File: config.mk
export PLATFORM = sky130hd
export DESIGN_NAME = vsl_div_pipe
export DESIGN_NICKNAME = d
export VERILOG_FILES = /design/src/rtl/vsl_div_pipe.sv
export SDC_FILE = /design/constraint.sdc
export NUM_CORES = 1
export LEC_CHECK = 0
export BUFFER_PORTS_ARGS = -buffer_cell sky130_fd_sc_hd__buf_4
export CORE_UTILIZATION = 44
export DETAILED_ROUTE_END_ITERATION = 12
export PLACE_DENSITY = 0.58
export SKIP_LAST_GASP = 1
export SLEW_MARGIN = 25
export SYNTH_ARGS = -nofsm -noshare
export SYNTH_HDL_FRONTEND = slang
export SYNTH_SLANG_ARGS = --single-unit
File: constraint.sdc
create_clock -name clk -period 4.1 [get_ports clk]
set_input_delay 0.41 -clock clk [delete_from_list [all_inputs] [get_ports clk]]
set_output_delay 0.41 -clock clk [all_outputs]
set_load 0.02 [all_outputs]
File: src/rtl/vsl_div_pipe.sv
// pipelined restoring divider, one quotient bit per stage
`default_nettype none

module vsl_div_pipe #(
    parameter int NUM_W = 30,
    parameter int DEN_W = 16,
    parameter int QUO_W = 14
) (
    input  wire logic              clk,
    input  wire logic              en,
    input  wire logic [NUM_W-1:0]  num,
    input  wire logic [DEN_W-1:0]  den,
    output logic      [QUO_W-1:0]  quo
);

    // caller keeps num below den shifted up by QUO_W bits
    logic [DEN_W-1:0] rem_reg [QUO_W];
    logic [QUO_W-1:0] quo_reg [QUO_W];
    logic [NUM_W-1:0] num_reg [QUO_W];
    logic [DEN_W-1:0] den_reg [QUO_W];

    for (genvar k = 0; k < QUO_W; k++) begin : g_stage
        logic [DEN_W-1:0] rem_in;
        logic [QUO_W-1:0] quo_in;
        logic [NUM_W-1:0] num_in;
        logic [DEN_W-1:0] den_in;
        logic [DEN_W:0]   trial;
        logic [DEN_W:0]   diff;
        logic [DEN_W-1:0] rem_next;
        logic [QUO_W-1:0] quo_next;

        if (k == 0) begin : g_first
            assign rem_in = DEN_W'(num >> QUO_W);
            assign quo_in = '0;
            assign num_in = num;
            assign den_in = den;
        end else begin : g_rest
            assign rem_in = rem_reg[k-1];
            assign quo_in = quo_reg[k-1];
            assign num_in = num_reg[k-1];
            assign den_in = den_reg[k-1];
        end

        always_comb
        begin
            trial = {rem_in, num_in[QUO_W-1-k]};
            diff  = trial - {1'b0, den_in};
            if (trial >= {1'b0, den_in})
            begin
                rem_next = diff[DEN_W-1:0];
                quo_next = {quo_in[QUO_W-2:0], 1'b1};
            end
            else
            begin
                rem_next = trial[DEN_W-1:0];
                quo_next = {quo_in[QUO_W-2:0], 1'b0};
            end
        end

        always_ff @(posedge clk)
        begin
            if (en)
            begin
                rem_reg[k] <= rem_next;
                quo_reg[k] <= quo_next;
                num_reg[k] <= num_in;
                den_reg[k] <= den_in;
            end
        end
    end

    assign quo = quo_reg[QUO_W-1];

endmodule

`default_nettype wire

==> impl_metrics.tcl <==
set metrics [dict create \
    finalWorstPathRequiredPeriod_ns 3.50 \
    floorplan.die_area_um2 72300 \
    syn_avg_cell_area_um2 12.6 \
    hold-worst-slack_ns 0.128 \
    worstMarginPinSlew_ns 1.04 \
    final-instance-count-excl-fill 3638 \
    p_per_area_nw_per_um2 733 \
    post_cts_resize_count 0 \
    netlist_area_um2 31400 \
    critical_path_required_ns 4.45 \
    setup_slack_ns 0.602 \
    post_synth_inst_count 2495 \
    die_x_um 269 \
    globalRoute.totalOverflow 0 \
    clockBufferDepth 3 \
    diodes 0 \
    area_growth_pct 14.1 \
    synth_simple_gate_area_share_pct 7.59 \
    wire_per_inst_um 16.6 \
    synth_cell_types 76 \
    maxCapViolations 0 \
    drv_slew 0 \
    via_count_of_the_first_global_routing_pass 19900 \
    critical_path_arrival_ns 3.84 \
    final_design_area_no_fill_um2 35800 \
    largest_family_of_logic_cells_by_synthesized_area "compound AO/OA/AOI/OAI gates" \
    cts_tree "built" \
    grt_max_degree 88 \
    global_route.usage.total_pct 16.8 \
    clock_sinks 612 \
    fin_util_pct 50.9 \
    post-layout-total-power_mw 26.2 \
    dp_slack_ns 0.632 \
    path_max_fanout 28 \
    grt_use_met2_pct 35.0 \
    die_height_um 269 \
    gr-usage-met1_pct 15.1 \
    remaining_drc_errors 0 \
    place_inst 3482 \
    grt_antenna_before_repair 0 \
    fin_tns_setup_ns 0 \
    layout-drive-gt1-share_pct 10.2 \
    ctsRootBufferMaster "sky130_fd_sc_hd__clkbuf_16" \
    detailedPlacementHpwl_um 44000 \
    cp-end-kind "flop" \
    syn_nets 2780 \
    share_of_synthesized_cell_area_in_full_adder_half_adder_and_majority_cells_pct 9.77 \
    run_status "finished, final reports clean" \
    grt_util_met3_pct 2.57 \
    start_util_pct 44.6 \
    clk_latency_ns 0.60 \
    fillerInstances 5928 \
    synth_mux_area_share_pct 4.62 \
    coreArea_um2 70300 \
    synth_ff_type "sky130_fd_sc_hd__edfxtp_1" \
    postCtsHoldBufs 29 \
    postSynthRegisterBits 612 \
    asyncSetResetFlopFracSynth_pct 0 \
    final-hold-violation-count 0 \
    drt_first_pass_iters 5 \
    buffer_ports.inserted 61 \
    synth-compound-area-share_pct 11.6 \
    timing.fmax_mhz 286 \
    setup_viol_count_final 0 \
    critical_path_start_end_classification "flop to flop" \
    min_period_over_period_pct 85.3 \
    busiest_layer "met2" \
    maxSlewHeadroom_pct 31.0 \
    ir_drop_mv 0.320 \
    postPlaceCellArea_um2 33100 \
    grt_first_pass_wirelength_um 96100 \
    worst_setup_path_start_kind "flop" \
    seq_area_frac_synth_pct 58.6 \
    num-nets-final 2928 \
    htreeDepth 3 \
    total_clock_buffers_created_by_cts 70 \
    worstHoldPathType "input port to flop" \
    skew_ns 0.0167 \
    cts_post_setup_buffers_inserted 0 \
    clkTransAtPathRegs_ns 0.06 \
    register_area_um2 18400 \
    drt.antenna.violating_nets 0 \
    routed_wirelength_um 60400 \
    floorplan.rows 97 \
    multi_input_area_um2 11800 \
    synth-warning-count 0 \
    initialDrtViolationCount 987 \
    routabilityCongestion 0.925 \
    vias 19100 \
    total_leakage_power_nw 14.3 \
    post_synth_xor_area_fraction_pct 3.99 \
    synth_edf_count 612 \
    route.detailed.vias_per_inst 5.24 \
    pin_count 62 \
    rsz0062_at_grt "no" \
]
[synthesized netlist by cell type, types with 28 or more instances]
master	n	area share, %
sky130_fd_sc_hd__mux2_2	45	1.6
sky130_fd_sc_hd__ha_1	224	8.9
sky130_fd_sc_hd__inv_1	273	3.3
sky130_fd_sc_hd__nand2b_1	28	0.56
sky130_fd_sc_hd__edfxtp_1	612	59
sky130_fd_sc_hd__xnor2_1	96	2.7
sky130_fd_sc_hd__nand3_1	32	0.51
sky130_fd_sc_hd__nor2b_1	43	0.86
sky130_fd_sc_hd__o21ai_1	34	0.54
sky130_fd_sc_hd__o21a_1	41	0.98
sky130_fd_sc_hd__xor2_1	47	1.3
sky130_fd_sc_hd__o21ai_0	112	1.8
sky130_fd_sc_hd__nor2_1	149	1.8
sky130_fd_sc_hd__nand2_1	125	1.5
sky130_fd_sc_hd__mux2_1	50	1.8
sky130_fd_sc_hd__a21oi_1	188	3.0
sky130_fd_sc_hd__a21o_1	54	1.3
[worst max-delay path: stages (launching register included)]
cell                        delay (ns)
sky130_fd_sc_hd__edfxtp_1         0.41
sky130_fd_sc_hd__ha_1             0.39
sky130_fd_sc_hd__a21oi_2          0.18
sky130_fd_sc_hd__a21oi_1          0.13
sky130_fd_sc_hd__o41a_1           0.46
sky130_fd_sc_hd__a31oi_1          0.37
sky130_fd_sc_hd__a211oi_1         0.20
sky130_fd_sc_hd__a2111oi_4        0.40
sky130_fd_sc_hd__buf_4            0.35
sky130_fd_sc_hd__mux2_1           0.36
[final timing paths]
kind / startpoint / end / slack [ns] / cells past startpoint
worst max register to register: rem_reg[1][1] / rem_reg[1][27] / 0.60 / 9
worst min-delay path: num[28] / rem_reg[0][15] / 0.13 / 2
worst min register to register: num_reg[0][120] / num_reg[0][150] / 0.41 / 0
worst max-delay path: rem_reg[1][1] / rem_reg[1][27] / 0.60 / 9
[kinds of logic (layout without fill, tap and decap cells)]
logic type                 count (synthesis)  in the layout
AOI/OAI and AO/OA                        575            575
xor gates and xnor gates                 143            143
adders and majority gates                237            237
buffers and inverters                    310            513
DFF                                      612            612
muxes                                    126            126
and+or+nand+nor                          492            492
[final cells by class]
cell class / count / share of cell area [%]
repair buffers: 111 / 2.80
clock inverters: 39 / 1.26
clock buffers: 88 / 5.38
well taps: 940 / 3.29
flip-flops and latches: 612 / 51.4
multi-input cells: 1573 / 33.0
inverters: 275 / 2.89
[cells in the final DEF, fill, tap and decap left out, types with 41 or more instances in the layout]
master	n
sky130_fd_sc_hd__o21a_1	41
sky130_fd_sc_hd__nand2_1	125
sky130_fd_sc_hd__ha_1	224
sky130_fd_sc_hd__o21ai_0	112
sky130_fd_sc_hd__inv_1	273
sky130_fd_sc_hd__xnor2_1	96
sky130_fd_sc_hd__nor2_1	149
sky130_fd_sc_hd__nor2b_1	43
sky130_fd_sc_hd__a21oi_1	187
sky130_fd_sc_hd__mux2_1	50
sky130_fd_sc_hd__a21o_1	54
sky130_fd_sc_hd__mux2_2	45
sky130_fd_sc_hd__xor2_1	47
sky130_fd_sc_hd__buf_4	74
sky130_fd_sc_hd__edfxtp_1	612
sky130_fd_sc_hd__clkbuf_16	75
[power breakdown]
group / switching, mW / internal, mW / leakage (nW)
Combinational: 5.58 / 4.66 / 7.17
Clock: 2.48 / 3.91 / 1.15
Sequential: 0.660 / 8.93 / 5.98
Total: 8.72 / 17.5 / 14.3
[per-layer routing]
metal	wire length (um)	part of all wire (%)	up-vias
met5	0	0	-
met4	2480	4.1	0
met3	1630	2.7	155
met2	35200	58	315
met1	21000	35	9107
li1	-	-	9495
(Power assumes the default switching activity.)
