## src/rtl/vsl_isqrt_pipe.sv

```systemverilog
// pipelined integer square root, one result bit per stage
`default_nettype none

module vsl_isqrt_pipe #(
    parameter int IN_W = 32
) (
    input  wire logic                clk,
    input  wire logic                en,
    input  wire logic [IN_W-1:0]     x,
    output logic      [IN_W/2-1:0]   root
);

    localparam int OUT_W = IN_W / 2;
    localparam int RW    = OUT_W + 3;

    logic [RW-1:0]    rem_reg  [OUT_W];
    logic [OUT_W-1:0] root_reg [OUT_W];
    logic [IN_W-1:0]  x_reg    [OUT_W];

    for (genvar k = 0; k < OUT_W; k++) begin : g_stage
        logic [RW-1:0]    rem_in;
        logic [OUT_W-1:0] root_in;
        logic [IN_W-1:0]  x_in;
        logic [RW-1:0]    trial;
        logic [RW-1:0]    test;
        logic [RW-1:0]    rem_next;
        logic [OUT_W-1:0] root_next;

        if (k == 0) begin : g_first
            assign rem_in  = '0;
            assign root_in = '0;
            assign x_in    = x;
        end else begin : g_rest
            assign rem_in  = rem_reg[k-1];
            assign root_in = root_reg[k-1];
            assign x_in    = x_reg[k-1];
        end

        always_comb
        begin
            trial = {rem_in[RW-3:0], x_in[IN_W-1-2*k -: 2]};
            test  = {1'b0, root_in, 2'b01};
            if (trial >= test)
            begin
                rem_next  = trial - test;
                root_next = {root_in[OUT_W-2:0], 1'b1};
            end
            else
            begin
                rem_next  = trial;
                root_next = {root_in[OUT_W-2:0], 1'b0};
            end
        end

        always_ff @(posedge clk)
        begin
            if (en)
            begin
                rem_reg[k]  <= rem_next;
                root_reg[k] <= root_next;
                x_reg[k]    <= x_in;
            end
        end
    end

    assign root = root_reg[OUT_W-1];

endmodule

`default_nettype wire

```

## config.mk

```make
export PLATFORM = sky130hd
export DESIGN_NAME = vsl_isqrt_pipe
export DESIGN_NICKNAME = d
export VERILOG_FILES = /design/src/rtl/vsl_isqrt_pipe.sv
export SDC_FILE = /design/constraint.sdc
export NUM_CORES = 1
export LEC_CHECK = 0
export BUFFER_PORTS_ARGS = -buffer_cell sky130_fd_sc_hd__buf_2
export CAP_MARGIN = 20
export CORE_MARGIN = 2
export CORE_UTILIZATION = 57
export CTS_BUF_LIST = sky130_fd_sc_hd__clkbuf_8 sky130_fd_sc_hd__clkbuf_16
export DETAILED_ROUTE_END_ITERATION = 7
export PLACE_DENSITY = 0.75
export SETUP_SLACK_MARGIN = 0.15
export SLEW_MARGIN = 20
export SYNTH_ARGS = -nofsm -noshare
export SYNTH_HDL_FRONTEND = slang
export SYNTH_SLANG_ARGS = --single-unit
```

## constraint.sdc

```tcl
create_clock -name clk -period 2.9 [get_ports clk]
set_input_delay 0.435 -clock clk [delete_from_list [all_inputs] [get_ports clk]]
set_output_delay 0.435 -clock clk [all_outputs]
set_load 0.1 [all_outputs]
```

==> impl_metrics.env, run 1 <==
export IMPL_synth_area_leaders="edfxtp_1 (64%), ha_1 (6.6%), xnor2_1 (2.6%)"
export IMPL_drive_gt1_share_pct=12.7
export IMPL_post_drt_via_cell_ratio=5.70
export IMPL_num_io_pins=50
export IMPL_synthToLayoutAreaGrowth_pct=13.6
export IMPL_cts_made_buffers=61
export IMPL_syn_area_mm2=0.0286
export IMPL_critical_path_max_fanout=6
export IMPL_status="finished, final reports clean"
export IMPL_yosysWarnings=0
export IMPL_clkSinkCount=613
export IMPL_report_final_slew_viol_count=0
export IMPL_syn_avg_cell_area_um2=13.5
export IMPL_worstSetupEndpointType="flop"
export IMPL_slew_headroom_pct=51.6
export IMPL_finalCriticalPeriod_ns=2.65
export IMPL_worst_pin_slew_ns=0.719
export IMPL_antenna_found_initial=0
export IMPL_synth_ff_type="edfxtp_1"
export IMPL_grt_pass1_vias=16621
export IMPL_ir_drop_v=0.000649
export IMPL_whs_path_depth=2
export IMPL_fp_dieH_um=228
export IMPL_portBuffers=49
export IMPL_postSynthCellCount=2125
export IMPL_async_reset_ff_share_pct=0
export IMPL_cp_slowest_cell="o2bb2ai_1"
export IMPL_cp_start_kind="flop"
export IMPL_n_antenna_cell=0
export IMPL_grt_max_degree=87
export IMPL_clockBufferDepth=3
export IMPL_hp_class="input port to flop"
export IMPL_path_cells="ha_1 -> o21a_1 -> o21a_1 -> o2bb2ai_1 -> o21ai_0 -> xor2_1 -> mux2_2"
export IMPL_crit_family="compound AO/OA/AOI/OAI gates"
export IMPL_grt_pass1_wl_um=83200
export IMPL_drc_errors=0
export IMPL_nets=2476
export IMPL_holdWs_ns=0.0744
export IMPL_hpwlAfterDp_um=36200
export IMPL_fin_skew_ns=0.0174
export IMPL_period_share_pct=91.3
export IMPL_slowest_delay_ns=0.56
export IMPL_syn_nets=2311
export IMPL_vias=17145
export IMPL_cp_data_required_time_ns=3.28
export IMPL_yosysUniqueCellTypes=78
export IMPL_cts_max_level=2
export IMPL_insertion_delay_ns=0.64
export IMPL_largest_register_ff_count=240
export IMPL_synth_edff_count=613
export IMPL_die_x_um=228
export IMPL_path_buf_inv=0
export IMPL_crit_cells=7
export IMPL_rows=82
export IMPL_start_util_pct=57.4
export IMPL_first_pass_iters=7
export IMPL_cp_common_cell="o21a_1"
export IMPL_setup_tns_final_ns=0
export IMPL_drtAntennaViolNets=0
export IMPL_cts_tree="done"
export IMPL_gp_congestion=0.893
export IMPL_dieArea_mm2=0.0520
export IMPL_setup_violations=0
export IMPL_r2r_cells=7
export IMPL_hold_viol_final=0
export IMPL_synth_top_area_share_pct=64.3
export IMPL_fillerInstances=3628
export IMPL_r2r_setup_slack_ns=0.25
export IMPL_globalRouteOverflowTotal=0
export IMPL_drt_iter0_drc=1177
export IMPL_routed_wl_um=52000
export IMPL_track_usage_pct=19.7
export IMPL_ys_seq_area_share_pct=64.3
export IMPL_wl_per_cell_um=17.3
export IMPL_synth_top_area_cell="edfxtp_1"
export IMPL_root_buffer="clkbuf_16"
export IMPL_max_freq_mhz=378
export IMPL_rsz0062_at_grt="true"
export IMPL_coreArea_mm2=0.0499
export IMPL_crit_arrival_ns=3.03
export IMPL_path_clk_slew_ns=0.07
export IMPL_synth_seq_cells=613
export IMPL_timing_setup_critical_path_class="flop to flop"
export IMPL_p_leak_uw=0.0126
export IMPL_powerDensity_mw_per_mm2=700
export IMPL_cap_violations=0
kinds of logic after synthesis:
group / Yosys count / synth area share [%]
AOI/OAI and AO/OA: 423 / 9.76
adders and majority gates: 152 / 6.65
buffers and inverters: 211 / 2.92
DFF: 613 / 64.3
muxes: 62 / 2.40
other: 1 / 0.0131
xor gates and xnor gates: 152 / 4.65
and+or+nand+nor: 511 / 9.29
area by class of cell:
cell class / count / area (um2) / area share (%)
inverter: 180 / 676 / 2.08
timing repair buffer: 133 / 1110 / 3.40
clock inverter: 48 / 442 / 1.36
sequential: 613 / 18400 / 56.6
tap: 672 / 841 / 2.59
clock buffer: 61 / 1530 / 4.69
multi-input combinational: 1301 / 9530 / 29.3
per-layer routing:
metal	vias to the layer above	global-route usage (%)	share of wire, %
met5	-	0	0
met2	431	32.5	48
met4	0	6.90	2.9
li1	8330	-	-
met3	108	3.45	4.7
met1	8276	26.5	44
Yosys cell counts (7+ instances only):
cell,n
a211o_1,10
a211oi_1,15
a21boi_0,10
a21o_1,35
a21oi_1,98
a31oi_1,10
and2_1,16
and3_1,17
and4_1,9
buf_2,12
clkbuf_1,12
edfxtp_1,613
ha_1,152
inv_1,179
mux2_2,52
mux2i_1,10
nand2_1,94
nand2b_1,24
nand3_1,25
nand3b_1,8
nand4_1,18
nor2_1,125
nor2b_1,19
nor3_1,67
nor4_1,21
o2111ai_1,8
o211a_1,7
o211ai_1,18
o21a_1,41
o21ai_0,93
o31ai_1,18
or2_2,8
or3_1,22
or4_1,16
xnor2_1,85
xor2_1,67
through the flow:
stage | util [%] | instances | worst slack, ns | cell area, um2 | total power, uW
finish | 65.2 | 3008 | 0.254 | 32500 | 22800
global placement | 60.3 | 2865 | 0.105 | 30100 | 15100
detailed placement | 60.3 | 2865 | 0.100 | 30100 | 15200
CTS | 64.9 | 3004 | 0.168 | 32300 | 22900
global route | 65.2 | 3008 | 0.0972 | 32500 | 23800
floorplan | - | 2125 | 0.239 | 28600 | 14000
layout by cell type (no fill, tap or decap), types with 21 or more instances in the layout:
cell	count
edfxtp_1	613
inv_1	192
ha_1	148
nor2_1	125
nand2_1	94
a21oi_1	94
o21ai_0	88
xnor2_1	85
xor2_1	67
nor3_1	66
clkbuf_16	61
mux2_2	52
buf_2	48
o21a_1	41
buf_4	41
a21o_1	35
dlygate4sd3_1	30
nand3_1	25
nand2b_1	24
or3_1	21
what timing repair did:
| action | in CTS | in global routing |
|---|---|---|
| hold buffers | 30 | 0 |
| gates resized for setup | 3 | 34 |
| cloned | 0 | 0 |
| buffers inserted | 0 | 4 |
| pin swaps | 0 | 4 |
| endpoints found under the setup margin | 24 | 84 |
| hold endpoints to repair | 30 | 0 |
power by group:
part / switching [uW] / leakage (uW) / internal, uW
Combinational: 2030 / 0.00573 / 1640
Clock: 3320 / 0.000996 / 4300
Sequential: 552 / 0.00587 / 10900
worst register-to-register path: stages, from the launching register on:
cell and delay, ns:
edfxtp_1 0.42, ha_1 0.39, o21a_1 0.23, o21a_1 0.16, o2bb2ai_1 0.56, o21ai_0 0.21
xor2_1 0.18, mux2_2 0.26
path summary, 6_finish.rpt:
path / from / endpoint
worst max-delay path: rem_reg[1][60] / rem_reg[1][86]
worst min-delay path: x[31] / root_reg[0][0]
worst max register to register: rem_reg[1][60] / rem_reg[1][86]
worst min register to register: x_reg[0][202] / x_reg[0][234]
(Power assumes the default switching activity.)
==> inputs of run 2 (changes only) <==
--- a/config.mk
+++ b/config.mk
@@ -7,10 +7,11 @@
 export LEC_CHECK = 0
 export BUFFER_PORTS_ARGS = -buffer_cell sky130_fd_sc_hd__buf_2
 export CAP_MARGIN = 20
-export CORE_MARGIN = 2
+export CORE_MARGIN = 8
 export CORE_UTILIZATION = 57
 export CTS_BUF_LIST = sky130_fd_sc_hd__clkbuf_8 sky130_fd_sc_hd__clkbuf_16
 export DETAILED_ROUTE_END_ITERATION = 7
+export HOLD_SLACK_MARGIN = 0.08
 export PLACE_DENSITY = 0.75
 export SETUP_SLACK_MARGIN = 0.15
 export SLEW_MARGIN = 20
==> impl_metrics.env, run 2 (same netlist as run 1, synthesis figures left out) <==
export IMPL_drc_errors=0
export IMPL_post_drt_via_cell_ratio=5.64
export IMPL_setup_tns_final_ns=0
export IMPL_r2r_cells=8
export IMPL_max_freq_mhz=374
export IMPL_root_buffer="clkbuf_16"
export IMPL_cts_tree="done"
export IMPL_met1_length_um=23400
export IMPL_powerDensity_mw_per_mm2=698
export IMPL_multi_input_area_mm2=0.00950
export IMPL_rr_startpoint="rem_reg[1][99]"
export IMPL_coreArea_mm2=0.0499
export IMPL_p_leak_uw=0.0125
export IMPL_grt_pass1_wl_um=85000
export IMPL_insertion_delay_ns=0.63
export IMPL_clkSinkCount=613
export IMPL_vias=16954
export IMPL_report_final_slew_viol_count=0
export IMPL_cts_made_buffers=61
export IMPL_setup_violations=0
export IMPL_slowest_delay_ns=0.41
export IMPL_cp_start_kind="flop"
export IMPL_cp_data_required_time_ns=3.27
export IMPL_globalRouteOverflowTotal=0
export IMPL_dr_wl_met3_um=2260
export IMPL_postPlaceCellArea_mm2=0.0300
export IMPL_drt_iter0_drc=1248
export IMPL_dieArea_mm2=0.0576
export IMPL_drtAntennaViolNets=0
export IMPL_die_x_um=240
export IMPL_drive_gt1_share_pct=12.0
export IMPL_first_pass_iters=5
export IMPL_routed_wl_um=51800
export IMPL_rsz0062_at_grt="true"
export IMPL_whs_path_depth=1
export IMPL_status="finished, final reports clean"
export IMPL_register_area_mm2=0.0184
export IMPL_r2r_setup_slack_ns=0.23
export IMPL_critical_path_max_fanout=13
export IMPL_hp_class="input port to flop"
export IMPL_worst_pin_slew_ns=0.844
export IMPL_worstSetupEndpointType="flop"
export IMPL_n_antenna_cell=0
export IMPL_fp_dieH_um=240
export IMPL_start_util_pct=57.4
export IMPL_track_usage_pct=18.0
export IMPL_min_from="en"
export IMPL_highest_layer="met4"
export IMPL_largest_register_ff_count=240
export IMPL_num_io_pins=50
export IMPL_hold_viol_final=0
export IMPL_antenna_found_initial=0
export IMPL_grt_pass1_vias=17083
export IMPL_fin_skew_ns=0.0291
export IMPL_mostFrequentLayoutCells="edfxtp_1 (613), inv_1 (190), ha_1 (145), nor2_1 (125)"
export IMPL_gp_congestion=0.910
export IMPL_period_share_pct=92.1
export IMPL_slew_headroom_pct=43.2
export IMPL_grt_max_degree=91
export IMPL_met2_length_um=24700
export IMPL_whs_endpoint="x_reg[0][170]"
export IMPL_clockBufferDepth=3
export IMPL_wl_per_cell_um=17.2
export IMPL_path_cells="ha_1 -> o211ai_1 -> o21ai_0 -> o211a_1 -> o21ai_1 -> and2_1 -> buf_12 -> mux2_2"
export IMPL_fin_area_mm2=0.0324
export IMPL_ir_drop_v=0.000578
export IMPL_fillerInstances=3645
export IMPL_nets=2471
export IMPL_crit_arrival_ns=3.04
export IMPL_hpwlAfterDp_um=36000
export IMPL_rows=82
export IMPL_finalPower_uw=22600
export IMPL_synthToLayoutAreaGrowth_pct=13.2
export IMPL_cts_max_level=2
export IMPL_mostFrequentLayoutCell="edfxtp_1"
export IMPL_timing_setup_critical_path_class="flop to flop"
export IMPL_cap_violations=0
export IMPL_finalCriticalPeriod_ns=2.67
export IMPL_path_clk_slew_ns=0.06
export IMPL_r2r_end="rem_reg[1][124]"
export IMPL_cp_slowest_cell="edfxtp_1"
export IMPL_portBuffers=49
-- run 2: stage by stage --
step | cells | util (%) | worst slack [ns] | hold WS [ns]
floorplan | 2125 | - | 0.239 | 0.400
global placement | 2857 | 60.1 | 0.147 | 0.400
detailed placement | 2857 | 60.1 | 0.0765 | 0.405
CTS | 3000 | 64.7 | 0.151 | 0.177
global route | 3004 | 65.0 | 0.143 | 0.187
finish | 3004 | 65.0 | 0.228 | 0.223
-- run 2: what timing repair did --
item | CTS | global route
pin swaps | 0 | 1
resized for setup | 3 | 31
hold buffers | 33 | 0
setup endpoints to repair | 14 | 81
buffers inserted | 0 | 4
hold endpoints to repair | 33 | 0
-- run 2: worst max path at each step --
stage	from	to	slack, ns	depth (start not counted)
2_1_floorplan	rem_reg[1][61]	rem_reg[1][85]	0.24	8
3_3_place_gp	rem_reg[1][57]	rem_reg[1][80]	0.15	9
3_5_place_dp	rem_reg[1][57]	rem_reg[1][84]	0.08	9
4_1_cts	rem_reg[1][57]	rem_reg[1][84]	0.15	9
5_1_grt	root_reg[1][48]	rem_reg[1][79]	0.14	10
6_report	rem_reg[1][99]	rem_reg[1][124]	0.23	8
-- run 2: power by group --
group / total, uW / switching, uW / internal [uW]
Sequential: 11500 / 556 / 10900
Combinational: 3640 / 2020 / 1620
Clock: 7500 / 3240 / 4260
Total: 22600 / 5810 / 16800
-- run 2: cell type report --
type | count | share of cell area (%)
clock buffer | 61 | 4.71
multi-input combinational | 1301 | 29.3
clock inverter | 49 | 1.25
timing repair buffer | 128 | 3.19
inverter | 180 | 2.10
tap | 672 | 2.60
sequential | 613 | 56.8
-- run 2: routing by layer --
layer | track usage [%] | up-vias
met3 | 3.03 | 109
met2 | 30.0 | 371
met1 | 24.0 | 8152
met5 | 0 | -
li1 | - | 8322
met4 | 6.25 | 0
-- run 2: critical path, delay by kind of cell (launching register included) --
family | cells | cell delay (ns)
adder cells (fa/ha/maj) | 1 | 0.41
AND/OR/NAND/NOR | 1 | 0.23
AO/OA/AOI/OAI | 4 | 0.82
multiplexers | 1 | 0.36
buffers and inverters | 1 | 0.17
flip-flops | 1 | 0.41
